File: src/rtl/sst_pkg.sv
// Shared types and constants for the small set store.
// Holds the transaction payload structs, operation and status codes and the
// sequencer state type. No dependencies.
package sst_pkg;

  localparam int CAPACITY_DEF = 32;

  localparam logic [1:0] OP_INSERT    = 2'd0;
  localparam logic [1:0] OP_QUERY     = 2'd1;
  localparam logic [1:0] OP_DELETE    = 2'd2;
  localparam logic [1:0] OP_INTERSECT = 2'd3;

  localparam logic [1:0] ST_OK    = 2'd0;
  localparam logic [1:0] ST_DUP   = 2'd1;
  localparam logic [1:0] ST_FULL  = 2'd2;
  localparam logic [1:0] ST_RANGE = 2'd3;

  typedef struct packed {
    logic [1:0]         opcode;
    logic               set_select;
    logic signed [31:0] value;
    logic [5:0]         index;
  } in_t;

  typedef struct packed {
    logic               found;
    logic signed [31:0] element;
    logic [6:0]         count;
    logic [1:0]         status;
    logic               last;
  } out_t;

  typedef enum logic [3:0] {
    S_IDLE,
    S_SRD,
    S_SCMP,
    S_MATCH,
    S_ARD,
    S_AKEY,
    S_DRD,
    S_DWR,
    S_FIN
  } st_t;

endpackage

File: src/rtl/small_set_store.sv
// Small set store: two ordered sets of 32-bit values with one shared comparator.
// Insert and query walk the addressed set one entry at a time; delete moves
// the later entries down one by one; intersect searches set B for each entry
// of set A. Output stalls lengthen any of these.
// One transaction at a time; in_ready is high only between items.
// Reset (rst_n low, synchronous): counts cleared, no pending result; the entry
// memories are not cleared and need no clearing pass.
module small_set_store #(
  parameter int CAPACITY = sst_pkg::CAPACITY_DEF
) (
  input  logic          clk,
  input  logic          rst_n,
  input  logic          in_valid,
  output logic          in_ready,
  input  sst_pkg::in_t  in_data,
  output logic          out_valid,
  input  logic          out_ready,
  output sst_pkg::out_t out_data
);
  import sst_pkg::*;

  // CW holds a count up to CAPACITY; AW addresses one entry.
  localparam int CW = $clog2(CAPACITY + 1);
  localparam int AW = (CAPACITY > 1) ? $clog2(CAPACITY) : 1;

  // Entry memories, one write and one registered read port each.
  logic [31:0] mem_a_r [CAPACITY];
  logic [31:0] mem_b_r [CAPACITY];
  logic [31:0] rda_r, rdb_r;

  st_t                st_r, st_nxt;
  logic [1:0]         op_r, op_nxt;
  logic               sel_r, sel_nxt;
  logic signed [31:0] key_r, key_nxt;
  logic [CW-1:0]      i_r, i_nxt;
  logic [CW-1:0]      j_r, j_nxt;
  logic               hit_r, hit_nxt;
  logic               pend_r, pend_nxt;
  logic signed [31:0] pend_elem_r, pend_elem_nxt;
  logic [1:0]         stat_r, stat_nxt;
  logic [CW-1:0]      cnt_a_r, cnt_a_nxt;
  logic [CW-1:0]      cnt_b_r, cnt_b_nxt;
  logic               out_valid_r, out_valid_nxt;
  out_t               out_data_r, out_data_nxt;

  logic [AW-1:0] rd_addr, wr_addr;
  logic [31:0]   wr_data;
  logic          we_a, we_b;

  // Search set: B for intersect, else the addressed set.
  logic          srch_b;
  logic [CW-1:0] srch_cnt, sel_cnt, in_cnt, i_inc;
  logic [31:0]   srch_data, sel_data;
  logic          eq, slot_free, in_rng;

  assign srch_b    = (op_r == OP_INTERSECT) || sel_r;
  assign srch_cnt  = srch_b ? cnt_b_r : cnt_a_r;
  assign srch_data = srch_b ? rdb_r : rda_r;
  assign sel_cnt   = sel_r ? cnt_b_r : cnt_a_r;
  assign sel_data  = sel_r ? rdb_r : rda_r;
  assign i_inc     = i_r + CW'(1);

  // The one shared comparator: stored entry against the search key.
  assign eq = (srch_data == key_r);

  // The output register can take a new transaction this cycle.
  assign slot_free = !out_valid_r || out_ready;

  // Delete index check against the count of the addressed set.
  assign in_cnt = in_data.set_select ? cnt_b_r : cnt_a_r;
  assign in_rng = (7'(in_data.index) < 7'(in_cnt));

  assign in_ready  = (st_r == S_IDLE);
  assign out_valid = out_valid_r;
  assign out_data  = out_data_r;

  // Next state of the sequencer.
  always_comb begin
    st_nxt = st_r;
    case (st_r)
      S_IDLE: begin
        if (in_valid) begin
          case (in_data.opcode)
            OP_INSERT: st_nxt = S_SRD;
            OP_QUERY:  st_nxt = S_SRD;
            OP_DELETE: st_nxt = in_rng ? S_DRD : S_FIN;
            default:   st_nxt = S_ARD;
          endcase
        end
      end
      S_SRD: begin
        if (j_r < srch_cnt) begin
          st_nxt = S_SCMP;
        end else begin
          st_nxt = (op_r == OP_INTERSECT) ? S_ARD : S_FIN;
        end
      end
      S_SCMP: begin
        if (eq) begin
          st_nxt = (op_r == OP_INTERSECT) ? S_MATCH : S_FIN;
        end else begin
          st_nxt = S_SRD;
        end
      end
      S_MATCH: begin
        if (!pend_r || slot_free) begin
          st_nxt = S_ARD;
        end
      end
      S_ARD:  st_nxt = (i_r < cnt_a_r) ? S_AKEY : S_FIN;
      S_AKEY: st_nxt = S_SRD;
      S_DRD:  st_nxt = (i_inc < sel_cnt) ? S_DWR : S_FIN;
      S_DWR:  st_nxt = S_DRD;
      S_FIN: begin
        if (slot_free) begin
          st_nxt = S_IDLE;
        end
      end
      default: st_nxt = S_IDLE;
    endcase
  end

  // Datapath, memory ports and result register.
  always_comb begin
    out_t res;
    res           = '0;
    op_nxt        = op_r;
    sel_nxt       = sel_r;
    key_nxt       = key_r;
    i_nxt         = i_r;
    j_nxt         = j_r;
    hit_nxt       = hit_r;
    pend_nxt      = pend_r;
    pend_elem_nxt = pend_elem_r;
    stat_nxt      = stat_r;
    cnt_a_nxt     = cnt_a_r;
    cnt_b_nxt     = cnt_b_r;
    out_data_nxt  = out_data_r;
    out_valid_nxt = out_valid_r && !out_ready;
    rd_addr       = '0;
    wr_addr       = '0;
    wr_data       = '0;
    we_a          = 1'b0;
    we_b          = 1'b0;

    case (st_r)
      S_IDLE: begin
        if (in_valid) begin
          op_nxt   = in_data.opcode;
          sel_nxt  = in_data.set_select;
          key_nxt  = in_data.value;
          hit_nxt  = 1'b0;
          pend_nxt = 1'b0;
          j_nxt    = '0;
          i_nxt    = '0;
          stat_nxt = ST_OK;
          if (in_data.opcode == OP_DELETE) begin
            if (in_rng) begin
              i_nxt = CW'(in_data.index);
            end else begin
              stat_nxt = ST_RANGE;
            end
          end
        end
      end
      S_SRD: begin
        rd_addr = j_r[AW-1:0];
        if (!(j_r < srch_cnt) && (op_r == OP_INTERSECT)) begin
          i_nxt = i_inc;
        end
      end
      S_SCMP: begin
        if (eq) begin
          hit_nxt = 1'b1;
        end else begin
          j_nxt = j_r + CW'(1);
        end
      end
      S_MATCH: begin
        // Hold one match back so the final one can carry last.
        if (!pend_r || slot_free) begin
          if (pend_r) begin
            res.found     = 1'b1;
            res.element   = pend_elem_r;
            res.count     = 7'(sel_cnt);
            res.status    = ST_OK;
            res.last      = 1'b0;
            out_data_nxt  = res;
            out_valid_nxt = 1'b1;
          end
          pend_nxt      = 1'b1;
          pend_elem_nxt = key_r;
          i_nxt         = i_inc;
        end
      end
      S_ARD: begin
        rd_addr = i_r[AW-1:0];
        j_nxt   = '0;
      end
      S_AKEY: begin
        key_nxt = rda_r;
      end
      S_DRD: begin
        rd_addr = i_inc[AW-1:0];
        if (!(i_inc < sel_cnt)) begin
          if (sel_r) begin
            cnt_b_nxt = cnt_b_r - CW'(1);
          end else begin
            cnt_a_nxt = cnt_a_r - CW'(1);
          end
        end
      end
      S_DWR: begin
        // Close the gap: move the next entry down by one.
        wr_addr = i_r[AW-1:0];
        wr_data = sel_data;
        we_a    = !sel_r;
        we_b    = sel_r;
        i_nxt   = i_inc;
      end
      S_FIN: begin
        if (slot_free) begin
          res.count  = 7'(sel_cnt);
          res.status = ST_OK;
          res.last   = 1'b1;
          case (op_r)
            OP_INSERT: begin
              if (hit_r) begin
                res.status = ST_DUP;
              end else if (sel_cnt == CW'(CAPACITY)) begin
                res.status = ST_FULL;
              end else begin
                wr_addr   = sel_cnt[AW-1:0];
                wr_data   = key_r;
                we_a      = !sel_r;
                we_b      = sel_r;
                res.count = 7'(sel_cnt + CW'(1));
                if (sel_r) begin
                  cnt_b_nxt = cnt_b_r + CW'(1);
                end else begin
                  cnt_a_nxt = cnt_a_r + CW'(1);
                end
              end
            end
            OP_QUERY: res.found = hit_r;
            OP_DELETE: res.status = stat_r;
            default: begin
              res.found   = pend_r;
              res.element = pend_r ? pend_elem_r : '0;
            end
          endcase
          out_data_nxt  = res;
          out_valid_nxt = 1'b1;
        end
      end
      default: ;
    endcase
  end

  always_ff @(posedge clk) begin
    if (!rst_n) begin
      st_r        <= S_IDLE;
      cnt_a_r     <= '0;
      cnt_b_r     <= '0;
      out_valid_r <= 1'b0;
    end else begin
      st_r        <= st_nxt;
      cnt_a_r     <= cnt_a_nxt;
      cnt_b_r     <= cnt_b_nxt;
      out_valid_r <= out_valid_nxt;
    end
  end

  always_ff @(posedge clk) begin
    op_r        <= op_nxt;
    sel_r       <= sel_nxt;
    key_r       <= key_nxt;
    i_r         <= i_nxt;
    j_r         <= j_nxt;
    hit_r       <= hit_nxt;
    pend_r      <= pend_nxt;
    pend_elem_r <= pend_elem_nxt;
    stat_r      <= stat_nxt;
    out_data_r  <= out_data_nxt;
  end

  always_ff @(posedge clk) begin
    if (we_a) begin
      mem_a_r[wr_addr] <= wr_data;
    end
    rda_r <= mem_a_r[rd_addr];
  end

  always_ff @(posedge clk) begin
    if (we_b) begin
      mem_b_r[wr_addr] <= wr_data;
    end
    rdb_r <= mem_b_r[rd_addr];
  end

  // Counts never pass the capacity.
  a_cnt_bound: assert property (@(posedge clk) disable iff (!rst_n)
    (cnt_a_r <= CW'(CAPACITY)) && (cnt_b_r <= CW'(CAPACITY)))
    else $error("set count above capacity");

  // A full report always carries the capacity as its count.
  a_full_cnt: assert property (@(posedge clk) disable iff (!rst_n)
    out_valid && (out_data.status == ST_FULL) |-> (out_data.count == 7'(CAPACITY)))
    else $error("full status with count below capacity");

  // A found result is never an error result.
  a_found_ok: assert property (@(posedge clk) disable iff (!rst_n)
    out_valid && out_data.found |-> (out_data.status == ST_OK))
    else $error("found result with error status");

  // An accepted transaction keeps the block busy for the next cycle.
  a_busy: assert property (@(posedge clk) disable iff (!rst_n)
    in_valid && in_ready |=> !in_ready)
    else $error("ready right after accepting a transaction");

endmodule
File: config.mk
export PLATFORM = sky130hd
export DESIGN_NAME = small_set_store
export DESIGN_NICKNAME = d
export VERILOG_FILES = /design/src/rtl/sst_pkg.sv /design/src/rtl/small_set_store.sv
export SDC_FILE = /design/constraint.sdc
export NUM_CORES = 2
export LEC_CHECK = 0
export BUFFER_PORTS_ARGS = -buffer_cell sky130_fd_sc_hd__buf_4
export CORE_ASPECT_RATIO = 1.5
export CORE_UTILIZATION = 40
export CTS_BUF_LIST = sky130_fd_sc_hd__clkbuf_8
export DETAILED_ROUTE_END_ITERATION = 6
export PLACE_DENSITY = 0.54
export SETUP_SLACK_MARGIN = 0.1
export SLEW_MARGIN = 30
export SYNTH_ARGS = -nofsm -noshare
export SYNTH_HDL_FRONTEND = slang
export SYNTH_SLANG_ARGS = --single-unit
File: constraint.sdc
create_clock -name clk -period 5.55 [get_ports clk]
set_input_delay 0.555 -clock clk [delete_from_list [all_inputs] [get_ports clk]]
set_output_delay 0.555 -clock clk [all_outputs]
set_load 0.02 [all_outputs]
==> flow_summary_export.csv <==
group,metric,value,unit
status,status,"completed",
job,cap_viol_max_count,0,
sta,tightest_slew,1050,ps
sta,finalSetupViolCount,0,
place,io_buffers,89,
clock_network,clk_latency,970,ps
clock_network,cts_made_buffers,330,
logic_synthesis,synth_top_area_share,71.3,%
clock_network,cts-resized-gates,0,
pwr,leakage,31.6,nW
logic_synthesis,synthesis.area,91500,µm²
critical_path,r2r_slack,860,ps
critical_path,max_stage_delay,740,ps
logic_synthesis,synth_xor_area_share,0.517,%
place,gp_congestion,0.904,
final_layout,layout-drive-gt1-share,16.5,%
critical_path,endpoint_kind,"register",
grt,grt_first_pass_wirelength,415,mm
grt,grt_max_degree,135,
logic_synthesis,synth_commonest_cells,"edfxtp_1, nand2_1, a21oi_1",
clock_network,clockBufferDepth,4,
grt,grt_pass1_vias,56222,
grt,grt.overflow.total,0,
grt,antenna_found_initial,13,
logic_synthesis,syn_nets,6073,
final_layout,syn2layout_area_growth,13.8,%
grt,track_usage,25.2,%
critical_path,start_kind,"register",
routing,dr.first_iter.drc_count,6227,
critical_path,crit_type,"reg -> reg",
routing,vias,57133,
clock_network,h-tree-depth,5,
logic_synthesis,synth_top_cells_by_area,"edfxtp_1, nand2_1, mux4_2",
logic_synthesis,yosysTopAreaCell,"edfxtp_1",
logic_synthesis,seq_area_frac_synth,73.1,%
die,core_area,227000,µm²
clock_network,clkSinkCount,2254,
clock_network,cts_tree,"built",
logic_synthesis,yosys.area_share.simple,7.78,%
logic_synthesis,syn_inst,5993,
pwr,finalPower,38.2,mW
logic_synthesis,synth-async-reset-ratio,0,%
sta,relSlewSlack,30.1,%
sta,min_period_over_period,84.6,%
critical_path,cpMostUsedCell,"buf_4",
logic_synthesis,ys_ff_latch,2254,
die,die_y,588,µm
clock_network,clock-root-buffer,"clkbuf_8",
sta,clock_skew,52.5,ps
routing,ant_nets,0,
logic_synthesis,synth.most_common_cell,"edfxtp_1",
critical_path,critical_path.slowest_cell,"dfxtp_1",
die,dieArea,231000,µm²
logic_synthesis,synth_top_family_by_area,"compound AO/OA/AOI/OAI gates",
logic_synthesis,synth-compound-area-share,9.03,%
critical_path,critPathTopFamily,"simple AND/OR/NAND/NOR gates",
die,fp.dieW,393,µm
die,rows,214,
pwr,vdd_ir_drop_max,0.207,mV
sta,finalHoldViolCount,0,
sta,period_needed,4690,ps
place,dp_hpwl,173,mm
logic_synthesis,yosys_warnings,0,
logic_synthesis,avgSynthCellArea,15.3,µm²
critical_path,critPathBufInv,4,
routing,viasPerCell,5.98,
sta,grt_setup_unrepaired,"no",
routing,drt_pre_antenna_iters,7,
critical_path,critPathArrivalTime,5310,ps
die,io_pins,90,
logic_synthesis,synthFlopType,"edfxtp_1",
final_layout,fill_cells,20006,
sta,fmax,213,MHz
logic_synthesis,synth_cell_types,87,
logic_synthesis,synthAdderAreaFrac,0.495,%
logic_synthesis,synth.mux.area_fraction,6.68,%
critical_path,required,6170,ps
final_layout,multi_input_area,23500,µm²
logic_synthesis,synth_edf_count,2173,
routing,finalWirelength,295,mm
critical_path,cp_max_fo,34,
hold_path,hold_path_class,"in -> reg",
die,initial_core_util,40.3,%
routing,wl_per_cell,30.9,µm
sta,fin_setup_tns,0,ps
final_layout,seqCellArea,66900,µm²
final_layout,final_nets,6368,
sta,slew_viol_final,0,
critical_path,crit_chain,"nor4b_4, buf_4, inv_2, nor3_4, and2_1, buf_4, nor2_1, nor2_1, nand2_1, nor2_4, buf_4",
routing,drc,0,
clock_network,cts.clk_slew.worst_paths,70,ps
pwr,p_per_area,367,nW/µm²
[worst reg2reg max path, cell delays in order, from the launching register on]
cell     delay (ps)
dfxtp_1         740
nor4b_4         300
buf_4           240
inv_2           200
nor3_4          340
and2_1          190
buf_4           370
nor2_1          110
nor2_1          250
nand2_1         580
nor2_4          690
buf_4           360
[what timing repair did]
item | 4_1_cts | 5_1_grt
endpoints found under the hold margin | 55 | 0
hold buffers | 42 | 0
buffers inserted | 0 | 0
[placed cells by master (no fill, tap or decap), types with 73 or more instances in the layout]
| cell type | n |
|---|---|
| clkbuf_8 | 355 |
| dfxtp_1 | 81 |
| nand3_1 | 147 |
| a311oi_1 | 86 |
| nor2_4 | 73 |
| mux4_2 | 144 |
| mux2i_1 | 226 |
| a21oi_1 | 395 |
| inv_1 | 151 |
| nand2_1 | 872 |
| and3_1 | 99 |
| edfxtp_1 | 2173 |
| a211oi_1 | 88 |
| buf_4 | 278 |
[where the power goes]
part	internal [mW]	switching (mW)	leakage (nW)
Combinational	1.99	3.98	11.0
Sequential	18.8	0.909	17.1
Clock	6.29	6.27	3.47
[stage by stage]
stage               utilization [%]  instances  setup WS [ps]  area [µm²]  hold WS, ps
floorplan                         -       5993            693       91500          471
global placement               42.8       8915            985       97100          500
detailed placement             42.9       8930            930       97500          501
CTS                            45.8       9539            893      104000         17.1
global route                   45.9       9550            669      104000         62.7
finish                         45.9       9554            855      104000         74.2
[flip-flops by register name, indices dropped and copies added (netlist names)]
register,count
rdb_r,32
stat_r,1
pend_elem_r,32
key_r,32
out_data,43
cnt_b_r,6
rda_r,32
pend_r,1
sel_r,1
mem_b_r,1024
i_r,6
mem_a_r,1024
op_r,2
j_r,6
cnt_a_r,6
hit_r,1
out_valid,1
st_r,4
[final timing paths]
check,depth (start not counted),endpoint,from
worst max-delay path,11,mem_a_r[16][22],st_r[3]
worst min-delay path,5,out_valid,out_ready
worst max register to register,11,mem_a_r[16][22],st_r[3]
worst min register to register,1,out_data[19],pend_elem_r[9]
[area by class of cell]
class,count,share of cell area (%)
Antenna cell,7,0.0168
Clock buffer,355,4.69
Clock inverter,212,1.06
Inverter,46,0.166
Multi-Input combinational cell,3278,22.6
Sequential cell,2254,64.2
Tap cell,3024,3.63
Timing Repair Buffer,378,3.65
[layer usage]
layer / track usage [%] / part of all wire, %
met2: 41.6 / 48
met5: 0 / 0.0071
met1: 31.9 / 39
met3: 4.78 / 8.1
met4: 11.7 / 4.9
[kinds of logic (layout without fill, tap and decap cells)]
kind of cell	Yosys count	in the layout
AO/OA/AOI/OAI	1211	1211
multiplexers	424	424
adder cells (fa/ha/maj)	35	35
other	0	7
flip-flops	2254	2254
AND/OR/NAND/NOR	1554	1554
buffers and inverters	461	991
XOR/XNOR	54	54
Power figures use the tool's default switching activity.
